### config.mk
export PLATFORM = sky130hd
export DESIGN_NAME = unpi_controller
export DESIGN_NICKNAME = d
export VERILOG_FILES = /design/src/rtl/unpi_pkg.sv /design/src/rtl/unpi_controller.sv
export SDC_FILE = /design/constraint.sdc
export NUM_CORES = 1
export LEC_CHECK = 0
export BUFFER_PORTS_ARGS = -buffer_cell sky130_fd_sc_hd__buf_2
export CAP_MARGIN = 30
export CELL_PAD_IN_SITES_DETAIL_PLACEMENT = 1
export CELL_PAD_IN_SITES_GLOBAL_PLACEMENT = 1
export CORE_MARGIN = 3
export CORE_UTILIZATION = 39
export CTS_CLUSTER_DIAMETER = 30
export DETAILED_ROUTE_END_ITERATION = 12
export HOLD_SLACK_MARGIN = 0.08
export PLACE_DENSITY = 0.79
export SETUP_SLACK_MARGIN = 0.05
export SLEW_MARGIN = 30
export SYNTH_ARGS = -nofsm -noshare
export SYNTH_HDL_FRONTEND = slang
export SYNTH_SLANG_ARGS = --single-unit
### constraint.sdc
create_clock -name clock -period 1.9 [get_ports clock]
set_input_delay 0.095 -clock clock [delete_from_list [all_inputs] [get_ports clock]]
set_output_delay 0.095 -clock clock [all_outputs]
set_load 0.02 [all_outputs]
### src/rtl/unpi_pkg.sv
package unpi_pkg;

   localparam int unsigned TwN = 624;
   localparam int unsigned TwM = 397;
   localparam int unsigned IdxW = 10;
   localparam logic [31:0] SeedMul = 32'd1812433253;
   localparam logic [31:0] MatrixA = 32'h9908b0df;
   localparam logic [15:0] AmountReset = 16'd6528;

   localparam logic [1:0] CSR_AMOUNT = 2'd0;
   localparam logic [1:0] CSR_COLOR  = 2'd1;
   localparam logic [1:0] CSR_SEED   = 2'd2;

   typedef logic [IdxW-1:0] idx_type;

   // controller to datapath
   typedef struct packed {
      logic seed_start;   // write word 0 from seed, reset seeding chain
      logic seed_step;    // write next seeded word
      logic load_pixel;   // capture pixel
      logic refill_rd;    // issue reads for refill of entry idx
      logic refill_wr;    // write refilled entry
      logic draw_rd;      // issue read of draw word
      logic draw_use;     // word available: apply to channel
      logic [1:0] chan;   // 0..2 channel, 3 = discard
      logic mono;         // apply to all channels
      logic out_load;     // result into output register
      idx_type idx;
   } unpi_cmd_type;

   function automatic logic [31:0] temper(input logic [31:0] w);
      logic [31:0] y;
      y = w ^ (w >> 11);
      y = y ^ ((y << 7) & 32'h9d2c5680);
      y = y ^ ((y << 15) & 32'hefc60000);
      y = y ^ (y >> 18);
      return y;
   endfunction

endpackage

### src/rtl/unpi_controller.sv
module unpi_controller (
   input  logic clock,
   input  logic reset,
   input  logic in_valid,
   input  logic in_frame_start,
   output logic in_ready,
   output logic out_valid,
   input  logic out_ready,
   input  logic color_mode,
   output unpi_pkg::unpi_cmd_type cmd
);
   import unpi_pkg::*;

   typedef enum logic [2:0] {
      IDLE, SEED, REFILL, DRAW, FINISH
   } state_type;

   state_type state_ff;
   idx_type   cnt_ff;      // seed/refill index
   idx_type   tw_idx_ff;   // generator draw index; empty is shown by has_idx_ff
   logic      has_idx_ff;  // tw_idx valid (< TwN)
   logic [2:0] draws_ff;   // draws remaining
   logic [1:0] chan_ff;
   logic      mono_ff;
   logic [2:0] pipe_ff;    // reads in flight
   logic [1:0] p0_ff, p1_ff; // channel tags through pipe
   logic      seed_ph_ff;  // seeding half step
   logic      rf_ph_ff;
   logic      out_valid_ff;
   logic [1:0] fin_ff;

   assign in_ready  = (state_ff == IDLE) && !out_valid_ff;
   assign out_valid = out_valid_ff;

   always_comb begin
      cmd = '0;
      cmd.mono = mono_ff;
      cmd.idx = cnt_ff;
      unique case (state_ff)
         IDLE: begin
            if (in_valid && in_ready) begin
               cmd.load_pixel = 1'b1;
               if (in_frame_start) begin
                  cmd.seed_start = 1'b1;
                  cmd.idx = '0;
               end
            end
         end
         SEED: cmd.seed_step = seed_ph_ff;
         REFILL: begin
            cmd.refill_rd = !rf_ph_ff;
            cmd.refill_wr = rf_ph_ff;
         end
         DRAW: begin
            cmd.idx = tw_idx_ff;
            cmd.draw_rd = (draws_ff != 3'd0) && has_idx_ff;
            cmd.draw_use = pipe_ff[1];
            cmd.chan = p1_ff;
         end
         FINISH: begin
            cmd.draw_use = pipe_ff[1];
            cmd.chan = p1_ff;
            cmd.out_load = (fin_ff == 2'd2);
         end
         default: ;
      endcase
   end

   always_ff @(posedge clock) begin
      if (reset) begin
         state_ff <= IDLE;
         cnt_ff <= '0;
         tw_idx_ff <= '0;
         has_idx_ff <= 1'b0;
         draws_ff <= '0;
         chan_ff <= '0;
         mono_ff <= 1'b1;
         pipe_ff <= '0;
         p0_ff <= '0;
         p1_ff <= '0;
         seed_ph_ff <= 1'b0;
         rf_ph_ff <= 1'b0;
         out_valid_ff <= 1'b0;
         fin_ff <= '0;
      end else begin
         if (out_valid_ff && out_ready) out_valid_ff <= 1'b0;
         pipe_ff <= {pipe_ff[1:0], cmd.draw_rd};
         p0_ff <= chan_ff;
         p1_ff <= p0_ff;
         unique case (state_ff)
            IDLE: begin
               if (in_valid && in_ready) begin
                  mono_ff <= !color_mode;
                  draws_ff <= color_mode ? 3'd4 : 3'd1;
                  chan_ff <= color_mode ? 2'd3 : 2'd0;
                  if (in_frame_start) begin
                     state_ff <= SEED;
                     cnt_ff <= idx_type'(1);
                     seed_ph_ff <= 1'b0;
                     has_idx_ff <= 1'b0;
                  end else if (!has_idx_ff) begin
                     state_ff <= REFILL;
                     cnt_ff <= '0;
                     rf_ph_ff <= 1'b0;
                  end else begin
                     state_ff <= DRAW;
                  end
               end
            end
            SEED: begin
               seed_ph_ff <= !seed_ph_ff;
               if (seed_ph_ff) begin
                  if (cnt_ff == idx_type'(TwN-1)) begin
                     state_ff <= REFILL;
                     cnt_ff <= '0;
                     rf_ph_ff <= 1'b0;
                  end else begin
                     cnt_ff <= cnt_ff + idx_type'(1);
                  end
               end
            end
            REFILL: begin
               rf_ph_ff <= !rf_ph_ff;
               if (rf_ph_ff) begin
                  if (cnt_ff == idx_type'(TwN-1)) begin
                     state_ff <= DRAW;
                     tw_idx_ff <= '0;
                     has_idx_ff <= 1'b1;
                  end else begin
                     cnt_ff <= cnt_ff + idx_type'(1);
                  end
               end
            end
            DRAW: begin
               if (cmd.draw_rd) begin
                  draws_ff <= draws_ff - 3'd1;
                  chan_ff <= (chan_ff == 2'd3) ? 2'd0 : chan_ff + 2'd1;
                  if (tw_idx_ff == idx_type'(TwN-1)) has_idx_ff <= 1'b0;
                  else tw_idx_ff <= tw_idx_ff + idx_type'(1);
               end
               if (draws_ff == 3'd0) begin
                  state_ff <= FINISH;
                  fin_ff <= '0;
               end else if (!has_idx_ff) begin
                  // generator block used up mid-pixel: refill, then resume
                  if (pipe_ff == 3'd0) begin
                     state_ff <= REFILL;
                     cnt_ff <= '0;
                     rf_ph_ff <= 1'b0;
                  end
               end
            end
            FINISH: begin
               fin_ff <= fin_ff + 2'd1;
               if (fin_ff == 2'd2) begin
                  out_valid_ff <= 1'b1;
                  state_ff <= IDLE;
               end
            end
            default: state_ff <= IDLE;
         endcase
      end
   end

endmodule

==> results.ini <==
[final_layout]
area_growth_pct=54.9
fin_nets=394
drive_gt1_share_pct=46.0
diodes=0
final_common_cell=buf_4
final_cell_mix=buf_4, dfxtp_1, buf_6
design_area_um2=3650

[global_route]
use_met3_pct=4.74
grt_pass1_wl_um=13800
grtUsageMet1_pct=27.3
grt_max_degree=16
grt_use_met2_pct=44.6
antenna_found_initial=0
top_usage_layer=met2
gr-usage-all-layers_pct=24.1
first_global_vias=2835
overflow=0

[synthesis]
syn_inst=287
synth_area_um2=2350
synthAdderAreaFrac_pct=3.19
yosysWarnings=0
synth-xor-area-share_pct=0.744
syn_nets=299
yosys.area.top_type_share_pct=35.7
postSynthAreaPerCell_um2=8.20
synthMuxAreaShare_pct=0.425
ys_seq_elements=42
yosysTopAreaCell=dfxtp_1
synth-async-reset-ratio_pct=0
synthTopCellsByArea=dfxtp_1, a21oi_1, a22o_1, nor2_1, ha_1
synth-edff-count=0
synth-compound-area-share_pct=28.1
yosys.area_share.simple_pct=26.8
synth-seq-area-share_pct=35.7
synth_cell_type_count=55
synth_ff_type=dfxtp_1
synth_top_family_by_area=compound AO/OA/AOI/OAI gates

[floorplan]
dieArea_um2=7010
ios=29
rows=27
die_x_um=83.7
start_util_pct=41.5
core_um2=5680
die_h_um=83.7

[power]
power_frac_clock_pct=14.6
switching_share_pct=43.3
ir_drop_mv=0.603
p_switching_mw=1.84
powerDensity_nw_per_um2=1170
cellInternalPower_mw=2.41
comb_power_share_pct=60.6
leakage_nw=1.50
p_seq_share_pct=24.8

[sta]
rsz0062_at_grt=yes
slew_headroom_pct=54.8
setup_viol=24
timing.final.max_slew_violations=0
fin_tns_setup_ns=-2.29
fmax_mhz=477
finalHoldViolations=0
worst_slack_ns=-0.198
skew_ns=0.00832
max_slew.worst_pin.slew_ns=0.661
finalCritPeriodShare_pct=110
period_minus_slack_ns=2.10

[detailed_routing]
routed_wl_um=9980
vias_per_cell=6.20
drtIter0Drc=153
post_drt_wl_per_cell_um=21.9
postRouteAntennaNets=0
first_pass_iters=4
drc=0
vias=2822

[worst_setup_path]
crit_type=register to register
endpoint=rf_ph_ff
rr_endpoint=rf_ph_ff
critical_path_arrival_ns=2.33
r2r_cells=8
critPathLaunch=cnt_ff[0]
start_kind=register
crit_path_end_kind=register
cp_data_required_time_ns=2.13
cp_max_fo=6
reg2reg_slack_ns=-0.20
rr_startpoint=cnt_ff[0]

[clock_network]
cts_num_sinks=42
tritoncts=built
cts-root-buf=clkbuf_8
cts_buffer_depth=2
numCtsBuffers=5
clk_latency_ns=0.31
path_clk_slew_ns=0.09
cts.htree.levels=2

[worst_hold_path]
min_path_type=input port to register
worstHoldStart=out_ready

[placement]
io_buffers=28
globalplace.congestion=0.806
place_area_um2=2990
dp_slack_ns=-0.256
dp.final_hpwl_um=5610

[flow_run]
drv_cap=0

[status]
status=finished with violations
violations=negative setup slack

==> timing repair <==
item,4_1_cts,5_1_grt
setup buffers,12,8
endpoints found under the setup margin,38,40
hold buffers,1,0
endpoints found under the hold margin,1,0
gates resized for setup,53,51
pin swaps,17,17
cloned,1,1
==> power by group through the flow <==
stage / Combinational, mW / Sequential [mW] / Clock (mW)
6_report: 2.58 / 1.06 / 0.620
5_1_grt: 2.73 / 1.07 / 0.655
4_1_cts: 2.12 / 1.05 / 0.614
3_5_place_dp: 1.86 / 1.06 / 0
3_3_place_gp: 1.80 / 1.06 / 0
2_1_floorplan: 1.15 / 1.03 / 0
==> layer usage <==
layer | routed length, um | share of wire, % | vias to the layer above
li1 | - | - | 1287
met1 | 4060 | 41 | 1419
met2 | 5150 | 52 | 90
met3 | 477 | 4.8 | 26
met4 | 299 | 3.0 | 0
met5 | 0 | 0 | -
==> synthesized netlist by cell type (2+ instances only) <==
cell       n
dfxtp_1   42
a21oi_1   27
nor2_1    22
nand2_1   18
nand3_1   13
a22o_1    12
clkbuf_1  11
inv_1     11
nor2b_1   11
o21ai_0   11
o31ai_1    8
and3_1     7
o311ai_0   7
or3_1      7
ha_1       6
nor3_1     6
buf_2      5
a211oi_1   4
a31oi_1    4
nand4_1    4
nor3b_1    4
or4_1      4
nand3b_1   3
a21o_1     2
a32oi_1    2
and2_1     2
and3b_1    2
nand2b_1   2
nor4_1     2
o211ai_1   2
o21a_1     2
==> critical path, cell delays in order (launching register included) <==
cell and delay (ns):
dfxtp_1 0.33, ha_2 0.22, nand3_4 0.14, nor3_4 0.08
buf_4 0.15, buf_6 0.13, a2111oi_0 0.64, nor2_1 0.14
a21oi_1 0.20
==> cell families after synthesis <==
kind of cell / Yosys count
and+or+nand+nor: 113
AOI/OAI and AO/OA: 94
DFF: 42
buffers and inverters: 29
adders and majority gates: 6
xor gates and xnor gates: 2
muxes: 1
==> stage by stage <==
stage / std cells / hold WS, ns / util, % / total power, mW
after CTS: 446 / 0.0940 / 59.6 / 3.78
after global placement: 424 / 0.363 / 52.6 / 2.85
after detailed placement: 424 / 0.378 / 52.6 / 2.92
after global routing: 455 / 0.0983 / 64.3 / 4.46
final: 455 / 0.0855 / 64.3 / 4.26
after floorplan: 287 / 0.225 / - / 2.18
==> layout make-up <==
type,count,area (um^2)
well taps,72,90.1
fillers,647,2030
clock inverters,3,21.3
flip-flops and latches,42,856
clock buffers,5,68.8
multi-input cells,218,1710
repair buffers,104,861
inverters,11,41.3
==> worst min-delay path by stage <==
stage / end / slack, ns / cells past startpoint
floorplan: mono_ff / 0.22 / 1
global placement: mono_ff / 0.36 / 2
detailed placement: mono_ff / 0.38 / 2
CTS: out_valid / 0.09 / 3
global route: out_valid / 0.1 / 3
finish: out_valid / 0.09 / 3
==> registers in the layout, summed over array words and instances (netlist names) <==
signal,cells
pipe_ff,3
p1_ff,2
chan_ff,2
tw_idx_ff,10
state_ff,3
out_valid,1
has_idx_ff,1
rf_ph_ff,1
seed_ph_ff,1
fin_ff,2
mono_ff,1
p0_ff,2
cnt_ff,10
draws_ff,3
Power figures use the tool's default switching activity.
